<file path="src/hdl/bdq_pkg.sv">
`timescale 1ns / 1ps
`default_nettype none
// ----------------------------------------------------------------------------
// Bounded deque message queue - shared definitions
// Request codes, status codes, field widths and the per-cell control bundle.
// ----------------------------------------------------------------------------
package bdq_pkg;

    // Default build sizes
    localparam int DEPTH_DEF     = 16;
    localparam int ITEM_BITS_DEF = 32;

    // Fixed field widths of the ports
    localparam int MODE_W   = 2;
    localparam int STATUS_W = 2;
    localparam int DATA_W   = 32;
    localparam int CNT_W    = 5;   // capacity register, waiting and spaces fields

    // Largest count the capacity register can express
    localparam int CNT_MAX = (1 << CNT_W) - 1;

    // Capacity after reset
    localparam logic [CNT_W-1:0] CAP_RESET = CNT_W'(16);

    // Request codes
    localparam logic [MODE_W-1:0] MODE_SEND_BACK  = 2'd0;
    localparam logic [MODE_W-1:0] MODE_SEND_FRONT = 2'd1;
    localparam logic [MODE_W-1:0] MODE_RECEIVE    = 2'd2;
    localparam logic [MODE_W-1:0] MODE_PEEK       = 2'd3;

    // Status codes
    localparam logic [STATUS_W-1:0] ST_DONE  = 2'd0;
    localparam logic [STATUS_W-1:0] ST_FULL  = 2'd1;
    localparam logic [STATUS_W-1:0] ST_EMPTY = 2'd2;

    // Configuration register indexes
    localparam logic REG_CAPACITY = 1'b0;

    // Control for one storage cell
    typedef struct packed {
        logic load;       // take the incoming item
        logic from_left;  // take the neighbour towards the front
        logic from_right; // take the neighbour towards the back
    } t_cell_ctl;

endpackage
`default_nettype wire

</file>
<file path="src/hdl/bdq_cell.sv">
`timescale 1ns / 1ps
`default_nettype none
// ----------------------------------------------------------------------------
// Bounded deque message queue - storage cell
// Holds one queue entry; loads a new item or takes a neighbour's entry.
// ----------------------------------------------------------------------------
module bdq_cell #(
    parameter int ITEM_BITS = bdq_pkg::ITEM_BITS_DEF
) (
    input  wire                     i_clk,
    input  wire bdq_pkg::t_cell_ctl i_ctl,
    input  wire [ITEM_BITS-1:0]     i_item,
    input  wire [ITEM_BITS-1:0]     i_left,
    input  wire [ITEM_BITS-1:0]     i_right,
    output wire [ITEM_BITS-1:0]     o_entry
);

    logic [ITEM_BITS-1:0] r_entry;

    // Entry register: payload only, no reset
    always_ff @(posedge i_clk) begin
        if (i_ctl.load) begin
            r_entry <= i_item;
        end else if (i_ctl.from_left) begin
            r_entry <= i_left;
        end else if (i_ctl.from_right) begin
            r_entry <= i_right;
        end
    end

    assign o_entry = r_entry;

endmodule
`default_nettype wire

</file>
<file path="src/hdl/bounded_deque_message_queue.sv">
`timescale 1ns / 1ps
`default_nettype none
// ----------------------------------------------------------------------------
// Bounded deque message queue - top level
// Row of entry cells with the front at cell 0, request control and APB port.
// ----------------------------------------------------------------------------
// Usage:
//   Requests: drive i_mode and i_item_data with i_start high; the transaction
//   is taken at a clock edge where i_start is high and o_busy is low. o_busy
//   is never raised, so one request can be issued every cycle.
//   Modes: send to back, send to front, receive front, peek front.
//   Results: one per request, on o_status, o_read_data, o_messages_waiting
//   and o_spaces_available, marked by o_valid for exactly one cycle, the
//   cycle after the request was taken (throughput 1 per cycle).
//   The cells are updated in the request cycle: a send to the front
//   moves every entry one cell back, a receive moves every entry one cell
//   towards the front, a send to the back loads the cell at the fill count.
//   The receiver cannot stall; a result not taken in its cycle is gone.
//   Configuration: APB, capacity register at byte address 0, write only
//   while idle. pready is always high.
//   Reset (i_rst_n low, synchronous): queue empty, capacity 16, no result.
//   Entry contents are not cleared; only written entries are ever read.
// ----------------------------------------------------------------------------
module bounded_deque_message_queue #(
    parameter int DEPTH     = bdq_pkg::DEPTH_DEF,
    parameter int ITEM_BITS = bdq_pkg::ITEM_BITS_DEF
) (
    input  wire                          i_clk,
    input  wire                          i_rst_n,
    // Request channel
    input  wire                          i_start,
    output wire                          o_busy,
    input  wire [bdq_pkg::MODE_W-1:0]    i_mode,
    input  wire [bdq_pkg::DATA_W-1:0]    i_item_data,
    // Result channel
    output wire                          o_valid,
    output wire [bdq_pkg::STATUS_W-1:0]  o_status,
    output wire [bdq_pkg::DATA_W-1:0]    o_read_data,
    output wire [bdq_pkg::CNT_W-1:0]     o_messages_waiting,
    output wire [bdq_pkg::CNT_W-1:0]     o_spaces_available,
    // Configuration port
    input  wire                          psel,
    input  wire                          penable,
    input  wire                          pwrite,
    input  wire [2:0]                    paddr,
    input  wire [31:0]                   pwdata,
    output wire [31:0]                   prdata,
    output wire                          pready
);

    localparam int CNT_W = bdq_pkg::CNT_W;
    localparam int DW    = bdq_pkg::DATA_W;
    // Effective capacity never exceeds the built depth
    localparam int                CAP_LIM_I = (DEPTH > bdq_pkg::CNT_MAX) ?
                                              bdq_pkg::CNT_MAX : DEPTH;
    localparam logic [CNT_W-1:0]  CAP_LIM   = CNT_W'(CAP_LIM_I);

    logic [CNT_W-1:0]             r_cap;
    logic [CNT_W-1:0]             r_count;
    logic [CNT_W-1:0]             n_count;
    logic                         r_valid;
    logic [bdq_pkg::STATUS_W-1:0] r_status;
    logic [bdq_pkg::STATUS_W-1:0] n_status;
    logic [DW-1:0]                r_read_data;
    logic [DW-1:0]                n_read_data;
    logic [CNT_W-1:0]             r_waiting;
    logic [CNT_W-1:0]             r_spaces;
    logic [CNT_W-1:0]             n_spaces;

    logic [CNT_W-1:0]             w_cap_eff;
    logic                         w_go;
    logic                         w_send;
    logic                         w_full;
    logic                         w_empty;
    logic                         w_ins_back;
    logic                         w_ins_front;
    logic                         w_pop;
    logic                         w_cfg_wr;
    logic [ITEM_BITS-1:0]         w_item;
    logic [DW-1:0]                w_front;
    logic [ITEM_BITS-1:0]         w_entry [DEPTH];

    // ------------------------------------------------------------------
    // Configuration port
    // ------------------------------------------------------------------
    assign pready   = 1'b1;
    assign w_cfg_wr = psel && penable && pwrite && (paddr[2] == bdq_pkg::REG_CAPACITY);
    assign prdata   = (paddr[2] == bdq_pkg::REG_CAPACITY) ?
                      {{(32-CNT_W){1'b0}}, r_cap} : 32'd0;

    always_ff @(posedge i_clk) begin
        if (!i_rst_n) begin
            r_cap <= bdq_pkg::CAP_RESET;
        end else if (w_cfg_wr) begin
            r_cap <= pwdata[CNT_W-1:0];
        end
    end

    // ------------------------------------------------------------------
    // Item width conversion between port and cells
    // ------------------------------------------------------------------
    generate
        if (ITEM_BITS == DW) begin : g_same
            assign w_item  = i_item_data;
            assign w_front = w_entry[0];
        end else if (ITEM_BITS > DW) begin : g_wide
            assign w_item  = {{(ITEM_BITS-DW){1'b0}}, i_item_data};
            assign w_front = w_entry[0][DW-1:0];
        end else begin : g_narrow
            assign w_item  = i_item_data[ITEM_BITS-1:0];
            assign w_front = {{(DW-ITEM_BITS){1'b0}}, w_entry[0]};
        end
    endgenerate

    // ------------------------------------------------------------------
    // Request decode
    // ------------------------------------------------------------------
    assign o_busy      = 1'b0;
    assign w_go        = i_start && !o_busy;
    assign w_cap_eff   = (r_cap > CAP_LIM) ? CAP_LIM : r_cap;
    assign w_send      = (i_mode == bdq_pkg::MODE_SEND_BACK) ||
                         (i_mode == bdq_pkg::MODE_SEND_FRONT);
    assign w_full      = (r_count >= w_cap_eff);
    assign w_empty     = (r_count == '0);
    assign w_ins_back  = w_go && (i_mode == bdq_pkg::MODE_SEND_BACK) && !w_full;
    assign w_ins_front = w_go && (i_mode == bdq_pkg::MODE_SEND_FRONT) && !w_full;
    assign w_pop       = w_go && (i_mode == bdq_pkg::MODE_RECEIVE) && !w_empty;

    // Status, read data, next count and spaces
    always_comb begin
        n_status    = bdq_pkg::ST_DONE;
        n_read_data = '0;
        n_count     = r_count;
        if (w_send) begin
            if (w_full) begin
                n_status = bdq_pkg::ST_FULL;
            end else begin
                n_count = r_count + CNT_W'(1);
            end
        end else if (w_empty) begin
            n_status = bdq_pkg::ST_EMPTY;
        end else begin
            n_read_data = w_front;
            if (i_mode == bdq_pkg::MODE_RECEIVE) begin
                n_count = r_count - CNT_W'(1);
            end
        end
        n_spaces = (w_cap_eff > n_count) ? (w_cap_eff - n_count) : '0;
    end

    // Fill count
    always_ff @(posedge i_clk) begin
        if (!i_rst_n) begin
            r_count <= '0;
        end else if (w_go) begin
            r_count <= n_count;
        end
    end

    // ------------------------------------------------------------------
    // Row of cells, front at cell 0
    // ------------------------------------------------------------------
    generate
        for (genvar gi = 0; gi < DEPTH; gi++) begin : g_cell
            bdq_pkg::t_cell_ctl   w_ctl;
            logic [ITEM_BITS-1:0] w_left;
            logic [ITEM_BITS-1:0] w_right;

            if (gi == 0) begin : g_first
                assign w_left = '0;
            end else begin : g_mid_l
                assign w_left = w_entry[gi-1];
            end
            if (gi == DEPTH-1) begin : g_last
                assign w_right = '0;
            end else begin : g_mid_r
                assign w_right = w_entry[gi+1];
            end

            always_comb begin
                w_ctl.load       = (w_ins_back && (int'(r_count) == gi)) ||
                                   (w_ins_front && (gi == 0));
                w_ctl.from_left  = w_ins_front && (gi != 0);
                w_ctl.from_right = w_pop;
            end

            bdq_cell #(
                .ITEM_BITS (ITEM_BITS)
            ) u_cell (
                .i_clk   (i_clk),
                .i_ctl   (w_ctl),
                .i_item  (w_item),
                .i_left  (w_left),
                .i_right (w_right),
                .o_entry (w_entry[gi])
            );
        end
    endgenerate

    // ------------------------------------------------------------------
    // Result registers
    // ------------------------------------------------------------------
    always_ff @(posedge i_clk) begin
        if (!i_rst_n) begin
            r_valid <= 1'b0;
        end else begin
            r_valid <= w_go;
        end
    end

    always_ff @(posedge i_clk) begin
        if (w_go) begin
            r_status    <= n_status;
            r_read_data <= n_read_data;
            r_waiting   <= n_count;
            r_spaces    <= n_spaces;
        end
    end

    assign o_valid            = r_valid;
    assign o_status           = r_status;
    assign o_read_data        = r_read_data;
    assign o_messages_waiting = r_waiting;
    assign o_spaces_available = r_spaces;

endmodule
`default_nettype wire
</file>
<file path="config.mk">
export PLATFORM = sky130hd
export DESIGN_NAME = bounded_deque_message_queue
export DESIGN_NICKNAME = d
export VERILOG_FILES = /design/src/hdl/bdq_pkg.sv /design/src/hdl/bdq_cell.sv /design/src/hdl/bounded_deque_message_queue.sv
export SDC_FILE = /design/constraint.sdc
export NUM_CORES = 1
export LEC_CHECK = 0
export ABC_AREA = 1
export BUFFER_PORTS_ARGS = -buffer_cell sky130_fd_sc_hd__buf_2
export CORE_UTILIZATION = 55
export DETAILED_ROUTE_END_ITERATION = 8
export PLACE_DENSITY_LB_ADDON = 0.25
export SLEW_MARGIN = 20
export SYNTH_ARGS = -nofsm -noshare
export SYNTH_HDL_FRONTEND = slang
export SYNTH_HIERARCHICAL = 1
export SYNTH_SLANG_ARGS = --single-unit
</file>
<file path="constraint.sdc">
create_clock -name i_clk -period 5.55 [get_ports i_clk]
set_input_delay 0.2775 -clock i_clk [delete_from_list [all_inputs] [get_ports i_clk]]
set_output_delay 0.2775 -clock i_clk [all_outputs]
set_load 0.005 [all_outputs]
</file>
== Word level (Yosys, flattened, before mapping) ==
Index checks and enable logic that the tools add are counted.

* ROM bits: 0
* Input port bits: 75
* RAM bits: 0
* Word-level logic and storage cells: 152
* Memories: 0
* Output and inout bits: 79
* Latch bits: 0
* Register bits after elaboration: 567

* Divide/modulo/power cells: 0
* Reductions and logical operators: 49
* Shift-type cells: 0
* Eq/ne operators: 17
* Magnitude comparators: 3
* Multipliers: 0
* Multiplexer cells: 56
* Bitwise logic cells: 1
* Add/subtract/negate cells: 3

{| class="wikitable"
|+ Operators by type and width
! operator !! number
|-
| 2-to-1 mux 32 bit || 47
|-
| nonzero test 3 bit || 15
|-
| == test 5 bit (second input constant) || 8
|-
| 2-to-1 mux 5 bit || 6
|-
| logical AND 1 bit || 25
|-
| == test 5 x 4 -> 1 bit (second input constant) || 4
|-
| == test 5 x 3 -> 1 bit (second input constant) || 2
|-
| zero test 5 bit || 2
|-
| adder 5 x 1 -> 5 bit (second input constant) || 1
|-
| == test 5 x 2 -> 1 bit (second input constant) || 1
|-
| >= comparator 5 bit || 1
|-
| > comparator 5 bit || 1
|-
| > comparator 5 bit (second input constant) || 1
|-
| subtractor 5 x 1 -> 5 bit (second input constant) || 1
|-
| subtractor 5 bit || 1
|-
| 2-to-1 mux 2 bit || 2
|-
| == test 2 x 1 -> 1 bit (second input constant) || 1
|-
| == test 2 bit (second input constant) || 1
|-
| zero test 1 bit || 2
|-
| zero test 2 bit || 1
|-
| logical OR 1 bit || 2
|-
| nonzero test 2 bit || 1
|-
| OR reduction 2 bit || 1
|-
| 2-to-1 mux 1 bit || 1
|-
| NOT 1 bit || 1
|}

== Longest topological paths before layout ==
Gate-level depths: netlist of run 1.

* Depth after elaboration: 8
* Depth in mapped cells: 22
* Depth with buffers taken out: 22

== By module ==
The synthesis of run 1 kept the hierarchy.

{| class="wikitable"
|+ By module, submodules not included
! module !! seq. area each (um2) !! times used !! area an instance (um2) !! cells an instance
|-
| bdq_cell || 960.9 || 16 || 1,974.4 || 274
|-
| bounded_deque_message_queue || 1,541.5 || 1 || 3,101.7 || 352
|}

== Worst setup path before layout of run 1 ==
Ideal clock, no wire load.

* Kind: register -> register
* Start: register r_cap[4]
* End: register g_cell[10].u_cell.r_entry[0], enable pin
* Stages on the path, launching flop included: 13
* Setup time: 0.389 ns
* Arrival: 3.853 ns
* Setup slack: 1.307 ns
* Cells stage by stage: dfxtp_1 -> nor2_1 -> inv_1 -> ha_1 -> nand2_1 -> nor2_1 -> nand2_1 -> nand3_1 -> nor3_1 -> buf_6 -> buf_4 -> nor2_1 -> nand2_1

{| class="wikitable"
|+ RTL lines
! what !! line !! text
|-
| start, declared || bounded_deque_message_queue.sv:58 || <nowiki>logic [CNT_W-1:0] r_cap;</nowiki>
|-
| start signal, assigned || bounded_deque_message_queue.sv:93 || <nowiki>r_cap <= bdq_pkg::CAP_RESET;</nowiki>
|-
| start signal, assigned || bounded_deque_message_queue.sv:95 || <nowiki>r_cap <= pwdata[CNT_W-1:0];</nowiki>
|-
| end signal, assigned || bdq_cell.sv:23 || <nowiki>r_entry <= i_item;</nowiki>
|-
| end signal, assigned || bdq_cell.sv:25 || <nowiki>r_entry <= i_left;</nowiki>
|-
| end signal, assigned || bdq_cell.sv:27 || <nowiki>r_entry <= i_right;</nowiki>
|-
| end, declared || bdq_cell.sv:18 || <nowiki>logic [ITEM_BITS-1:0] r_entry;</nowiki>
|}

==> results of run 1 <==
[worst max-delay path, stage by stage (launching register included)]
cell     delay [ns]
dfxtp_1        0.38
nor2_1         0.37
inv_1          0.08
ha_1           0.27
nand2_1        0.06
nor2_1         0.03
nand2_1        0.08
nand3_1        0.21
nor3_1         0.37
nand3_1        0.33
nor2_2         0.22
buf_4          0.38
inv_4          0.23
nand2_1        0.19
buf_4          0.39
[cell usage in the layout, fill, tap and decap left out, types with 2 or more instances in the layout]
master	instances
clkbuf_1	16
nand2_2	2
edfxtp_1	556
inv_6	2
bufinv_16	2
o21ai_0	8
buf_4	33
nor3_1	2
ha_1	15
o21ai_1	2
buf_12	5
inv_2	5
nand4_1	2
nor2_1	66
conb_1	94
clkinv_2	4
clkbuf_16	61
a21oi_1	12
nand2_1	2102
inv_1	1091
clkinv_1	26
nand3_2	3
nor2_2	13
dfxtp_1	11
inv_4	32
dlygate4sd3_1	11
xor2_1	2
buf_2	95
nand3_1	525
nor3_2	8
nor4_2	3
[worst paths after layout]
kind / start / to / cells past startpoint
min reg2reg: r_cap[1] / r_cap[1] / 2
min: i_mode[1] / o_status[0] / 2
max reg2reg: r_cap[4] / g_cell[2].u_cell/o_entry[13] / 14
max: r_cap[4] / g_cell[2].u_cell/o_entry[13] / 14
[area by class of cell]
type                            instances  area share
Clock buffer                           77     0.04307
Tap cell                              837     0.02843
Sequential cell                       567      0.4592
Multi-Input combinational cell       2872      0.3213
Inverter                             1129      0.1172
Clock inverter                         34    0.005435
Timing Repair Buffer                  144     0.02534
[through the flow]
stage	utilization	hold WS, ns
2_1_floorplan	-	0.3718
3_3_place_gp	0.5630	0.4694
3_5_place_dp	0.5630	0.4761
4_1_cts	0.5936	0.02223
5_1_grt	0.5936	0.06051
6_report	0.5936	0.05992
[repair_timing]
| action | 4_1_cts | 5_1_grt |
|---|---|---|
| hold buffers | 11 | 0 |
| endpoints found under the setup margin | 0 | 0 |
| hold endpoints to repair | 9 | 0 |
[power groups by stage]
stage,Clock (uW),Combinational (uW),Sequential (uW)
CTS,3840,1250,5270
global route,4000,1440,5300
detailed placement,0,1240,5360
global placement,0,1200,5350
finish,3770,1250,5270
floorplan,0,939,5310
[per-layer routing]
layer / up-vias / global-route usage / routed length [um]
met2: 569 / 0.4473 / 39940
met5: - / 0 / 0
met3: 98 / 0.03084 / 3537
li1: 14070 / - / -
met4: 0 / 0.05420 / 1355
met1: 13000 / 0.3096 / 33470
[Yosys cell counts, types with 2 or more instances]
cell	instances
nand4_1	2
buf_6	64
xor2_1	2
ha_1	15
inv_2	5
o21ai_0	8
nor2_1	73
edfxtp_1	556
conb_1	2
nand2_2	2
clkbuf_1	2
a21oi_1	12
nor2_2	6
buf_2	48
nor3_1	9
nand2_1	2102
buf_4	143
nand3_2	3
nor4_1	3
inv_1	1091
o21ai_1	2
buf_1	3
dfxtp_1	11
nand3_1	525
inv_4	32
[state kept, by name (all words and copies together), names as in the netlist]
name / flops
o_spaces_available: 5
g_cell.u_cell/o_entry: 512
o_valid: 1
o_messages_waiting: 5
o_read_data: 32
o_status: 2
r_count: 5
r_cap: 5
[logic make-up (layout without fill, tap and decap cells)]
family                   after synthesis  after routing  synth area share
AND/OR/NAND/NOR                     2730           2730            0.3171
XOR/XNOR                               3              3         0.0007575
buffers and inverters               1389           1384            0.1836
flip-flops                           567            567            0.4876
adder cells (fa/ha/maj)               16             16          0.005987
other                                  2             94         0.0002165
AO/OA/AOI/OAI                         29             29          0.004725
==> results.sh, run 1 <==
export IMPL_status="complete, no violations"
export IMPL_setup_viol=0
export IMPL_p_int_uw=7601
export IMPL_ys_seq_area_frac=0.4876
export IMPL_vdd_ir_drop_max_mv=0.2488
export IMPL_cp_start_kind="flip-flop"
export IMPL_swShare=0.2607
export IMPL_dp_cells=5538
export IMPL_stdcell_area_um2=36840
export IMPL_synth_flop_cell="edfxtp_1"
export IMPL_dp_hpwl_um=53380
export IMPL_r2r_slack_ns=1.56
export IMPL_hp_class="input pin to flip-flop"
export IMPL_skew_ns=0.02024
export IMPL_grt_overflow=0
export IMPL_synth_top_area_cell="edfxtp_1"
export IMPL_port_buffers=95
export IMPL_cts_inserted_buffers=61
export IMPL_track_usage=0.2456
export IMPL_layoutNonFillerInstCount=5660
export IMPL_postSynthCellCount=4736
export IMPL_dr_first_iter_drc_count=1986
export IMPL_route_vias_total=27730
export IMPL_critPathKind="flip-flop to flip-flop"
export IMPL_multi_input_area_um2=11830
export IMPL_vias_per_cell=4.899
export IMPL_fillCellCount=5888
export IMPL_syn_mean_instance_area_um2=7.325
export IMPL_dieHeight_um=253.2
export IMPL_path_max_fanout=33
export IMPL_p_switching_uw=2681
export IMPL_finalPower_uw=10280
export IMPL_clk_pin_slew_ns=0.06
export IMPL_synth_area_um2=34690
export IMPL_rsz0062_at_grt="false"
export IMPL_cts_resized=0
export IMPL_rows=91
export IMPL_worstMarginPinSlew_ns=0.9939
export IMPL_die_width_um=253.2
export IMPL_io_pin_count=154
export IMPL_cts_tree="done"
export IMPL_tns_ns=0
export IMPL_clk_path_buf_depth=3
export IMPL_routabilityCongestion=0.8643
export IMPL_pwr_share_comb=0.121
export IMPL_relSlewSlack=0.3367
export IMPL_final_hold_viol_count=0
export IMPL_ys_ff_latch=567
export IMPL_placed_area_um2=34940
export IMPL_p_clk_frac=0.366
export IMPL_drive_gt1_frac=0.05660
export IMPL_wire_per_inst_um=13.83
export IMPL_powerDensity_nw_per_um2=279.1
export IMPL_clock_latency_ns=0.63
export IMPL_p_leak_uw=0.01946
export IMPL_first_pass_iters=5
export IMPL_die_area_um2=64080
export IMPL_synth_edf_count=556
export IMPL_grt_start_max_net_pins=117
export IMPL_fin_crit_sh=0.7188
export IMPL_ys_async_sr_fraction=0
export IMPL_num_antenna_cells=0
export IMPL_final_seq_area_um2=16920
export IMPL_cap_violations=0
export IMPL_initial_core_util=0.5591
export IMPL_drc_errors=0
export IMPL_wirelength_um=78300
export IMPL_core_um2=62050
export IMPL_cts_root_buf="clkbuf_16"
export IMPL_period_needed_ns=3.989
export IMPL_post_cts_setup_buffer_count=0
export IMPL_arrival_ns=4.27
export IMPL_fin_ws_ns=1.561
export IMPL_h_tree_depth=2
export IMPL_antenna_found_initial=0
export IMPL_seqPwrFrac=0.512
export IMPL_slew_violations=0
export IMPL_fin_nets=4866
export IMPL_synth_area_top_cells="edfxtp_1 48%, nand2_1 23%, inv_1 12%, nand3_1 7.6%, buf_4 3.1%"
export IMPL_worstPathRequired_ns=5.83
export IMPL_final_antenna_net_count=0
export IMPL_syn_to_final_growth_pct=6.178
export IMPL_ys_types=40
export IMPL_clock_sinks=567
export IMPL_endpoint_kind="flip-flop"
export IMPL_post_place_ws_ns=1.587
export IMPL_synth_top_area_share=0.4813
export IMPL_grt_pass1_vias=27620
export IMPL_grt_pass1_wl_um=130300
export IMPL_yosys_warnings=6
export IMPL_fmax_ghz=0.2507
Note: power is estimated with default switching activity, not from simulation.
==> run 2: changes to the inputs <==
==> constraint.sdc (replaced) <==
create_clock -name i_clk -period 4.11 [get_ports i_clk]
set_input_delay 0.2055 -clock i_clk [delete_from_list [all_inputs] [get_ports i_clk]]
set_output_delay 0.2055 -clock i_clk [all_outputs]
set_load 0.005 [all_outputs]
==> run 2 against run 1 <==
- clock-buffer cell count is 12 higher
- register-to-register slack got worse by 1.1 ns
- clock power up 47%
- flip-flop and latch count is the same
- wire length grew 2.0%
- via count rose by 1.7%
- core utilization increased by 0.69 points
- first-iteration DRC count decreased by 11%
- largest cell class unchanged
==> results.sh, run 2 (synthesis gave the netlist of run 1 again) <==
export IMPL_status="complete, no violations"
export IMPL_slew_violations=0
export IMPL_cp_slowest_stage_delay_ns=0.43
export IMPL_drive_gt1_frac=0.06188
export IMPL_fin_nets=4890
export IMPL_cp_start_kind="flip-flop"
export IMPL_critPathBufInv=4
export IMPL_tns_ns=0
export IMPL_dieHeight_um=253.2
export IMPL_arrival_ns=3.90
export IMPL_crit_chain="nor2_1 -> inv_1 -> ha_1 -> nand2_1 -> nor2_1 -> nand2_1 -> nand3_1 -> nor3_1 -> inv_1 -> nor4_2 -> inv_4 -> nand2_1 -> buf_4"
export IMPL_endpoint_kind="flip-flop"
export IMPL_syn_to_final_growth_pct=7.411
export IMPL_wire_per_inst_um=14.05
export IMPL_grt_start_max_net_pins=81
export IMPL_grt_overflow=0
export IMPL_r2r_end="g_cell[12].u_cell/o_entry[17]"
export IMPL_drc_errors=0
export IMPL_crit_top_cell="nand2_1"
export IMPL_relSlewSlack=0.5443
export IMPL_min_delay_start="i_mode[1]"
export IMPL_vias_per_cell=4.961
export IMPL_dp_hpwl_um=54660
export IMPL_layoutNonFillerInstCount=5685
export IMPL_post_cts_setup_buffer_count=0
export IMPL_antenna_found_initial=0
export IMPL_core_um2=62050
export IMPL_clk_pin_slew_ns=0.06
export IMPL_io_pin_count=154
export IMPL_rr_worst_depth=13
export IMPL_powerDensity_nw_per_um2=385.7
export IMPL_min_delay_path_depth=2
export IMPL_worstPathRequired_ns=4.36
export IMPL_critPathKind="flip-flop to flip-flop"
export IMPL_mostFrequentLayoutCells="2102 x nand2_1, 1091 x inv_1, 556 x edfxtp_1, 525 x nand3_1, 95 x buf_2"
export IMPL_skew_ns=0.02729
export IMPL_rsz0062_at_grt="false"
export IMPL_final_hold_viol_count=0
export IMPL_wirelength_um=79850
export IMPL_routabilityCongestion=0.8547
export IMPL_clock_latency_ns=0.60
export IMPL_port_buffers=95
export IMPL_setup_viol=0
export IMPL_worstMarginPinSlew_ns=0.6836
export IMPL_hp_class="input pin to flip-flop"
export IMPL_grt_pass1_wl_um=132500
export IMPL_num_antenna_cells=0
export IMPL_final_common_cell="nand2_1"
export IMPL_rows=91
export IMPL_fmax_ghz=0.2739
export IMPL_p_leak_uw=0.01968
export IMPL_cts_tree="done"
export IMPL_r2r_slack_ns=0.46
export IMPL_grt_pass1_vias=28050
export IMPL_route_vias_total=28200
export IMPL_period_needed_ns=3.650
export IMPL_hold_path_end="o_status[0]"
export IMPL_path_max_fanout=33
export IMPL_fin_util=0.6005
export IMPL_clock_sinks=567
export IMPL_cap_violations=0
export IMPL_vdd_ir_drop_max_mv=0.3278
export IMPL_largest_reg_flops=512
export IMPL_h_tree_depth=3
export IMPL_slowest_stage="nor4_2"
export IMPL_clk_path_buf_depth=3
export IMPL_dr_first_iter_drc_count=1759
export IMPL_first_pass_iters=6
export IMPL_dp_cells=5557
export IMPL_final_antenna_net_count=0
export IMPL_die_width_um=253.2
export IMPL_cp_top_family="simple AND/OR/NAND/NOR gates"
export IMPL_die_area_um2=64080
export IMPL_track_usage=0.2517
export IMPL_cts_inserted_buffers=66
export IMPL_cts_root_buf="clkbuf_16"
export IMPL_fin_crit_sh=0.8882
export IMPL_cts_resized=0
export IMPL_r2r_start="r_cap[4]"
export IMPL_initial_core_util=0.5591
-- run 2: changes by cell type in the layout (fill, tap and decap cells not counted) --
cell,previous run,this run
buf_12,5,12
buf_4,33,45
clkbuf_1,16,20
clkbuf_16,61,69
clkinv_1,26,19
clkinv_2,4,5
nor2_1,66,67
nor2_2,13,12
nor3_2,8,7
nor3_4,0,1
-- run 2: area by class of cell --
class,instances,area (um^2)
Tap cell,837,1047
Clock buffer,89,1802
Fill cell,5705,24790
Multi-Input combinational cell,2872,11840
Sequential cell,567,16920
Clock inverter,28,178.9
Timing Repair Buffer,163,1164
Inverter,1129,4318
-- run 2: routing by layer --
layer,routed length [um],GRT usage
met5,0,0
met4,1612,0.07169
met3,3753,0.02827
met2,40880,0.4578
met1,33610,0.3136
-- run 2: worst max-delay path by stage --
stage / startpoint / to / slack [ns] / depth (start not counted)
after detailed placement: r_cap[4] / g_cell[3].u_cell/o_entry[17] / 0.46 / 13
after global placement: r_cap[4] / g_cell[3].u_cell/o_entry[18] / 0.53 / 13
after CTS: r_cap[4] / g_cell[3].u_cell/o_entry[17] / 0.46 / 13
after global routing: r_cap[4] / g_cell[3].u_cell/o_entry[25] / 0.21 / 13
after floorplan: r_cap[4] / g_cell[10].u_cell/o_entry[0] / 0.52 / 12
final: r_cap[4] / g_cell[12].u_cell/o_entry[17] / 0.46 / 13
-- run 2: metrics by stage --
step | total power, uW | worst slack (ns) | cell area (um^2) | hold slack (ns)
finish | 14370 | 0.4597 | 37260 | 0.03855
global route | 14970 | 0.2137 | 37260 | 0.05640
CTS | 14470 | 0.4575 | 37260 | 0.005694
detailed placement | 8937 | 0.4599 | 35170 | 0.4329
global placement | 8885 | 0.5257 | 35170 | 0.4277
floorplan | 8445 | 0.5172 | 35040 | 0.2998
-- run 2: power breakdown --
part	internal [uW]	switching, uW
Clock	3190	2350
Combinational	547	1180
Sequential	6920	192
Total	10700	3720
-- run 2: timing repair --
action / CTS / global route
endpoints found under the setup margin: 0 / 0
endpoints found under the hold margin: 11 / 0
hold buffers: 11 / 0
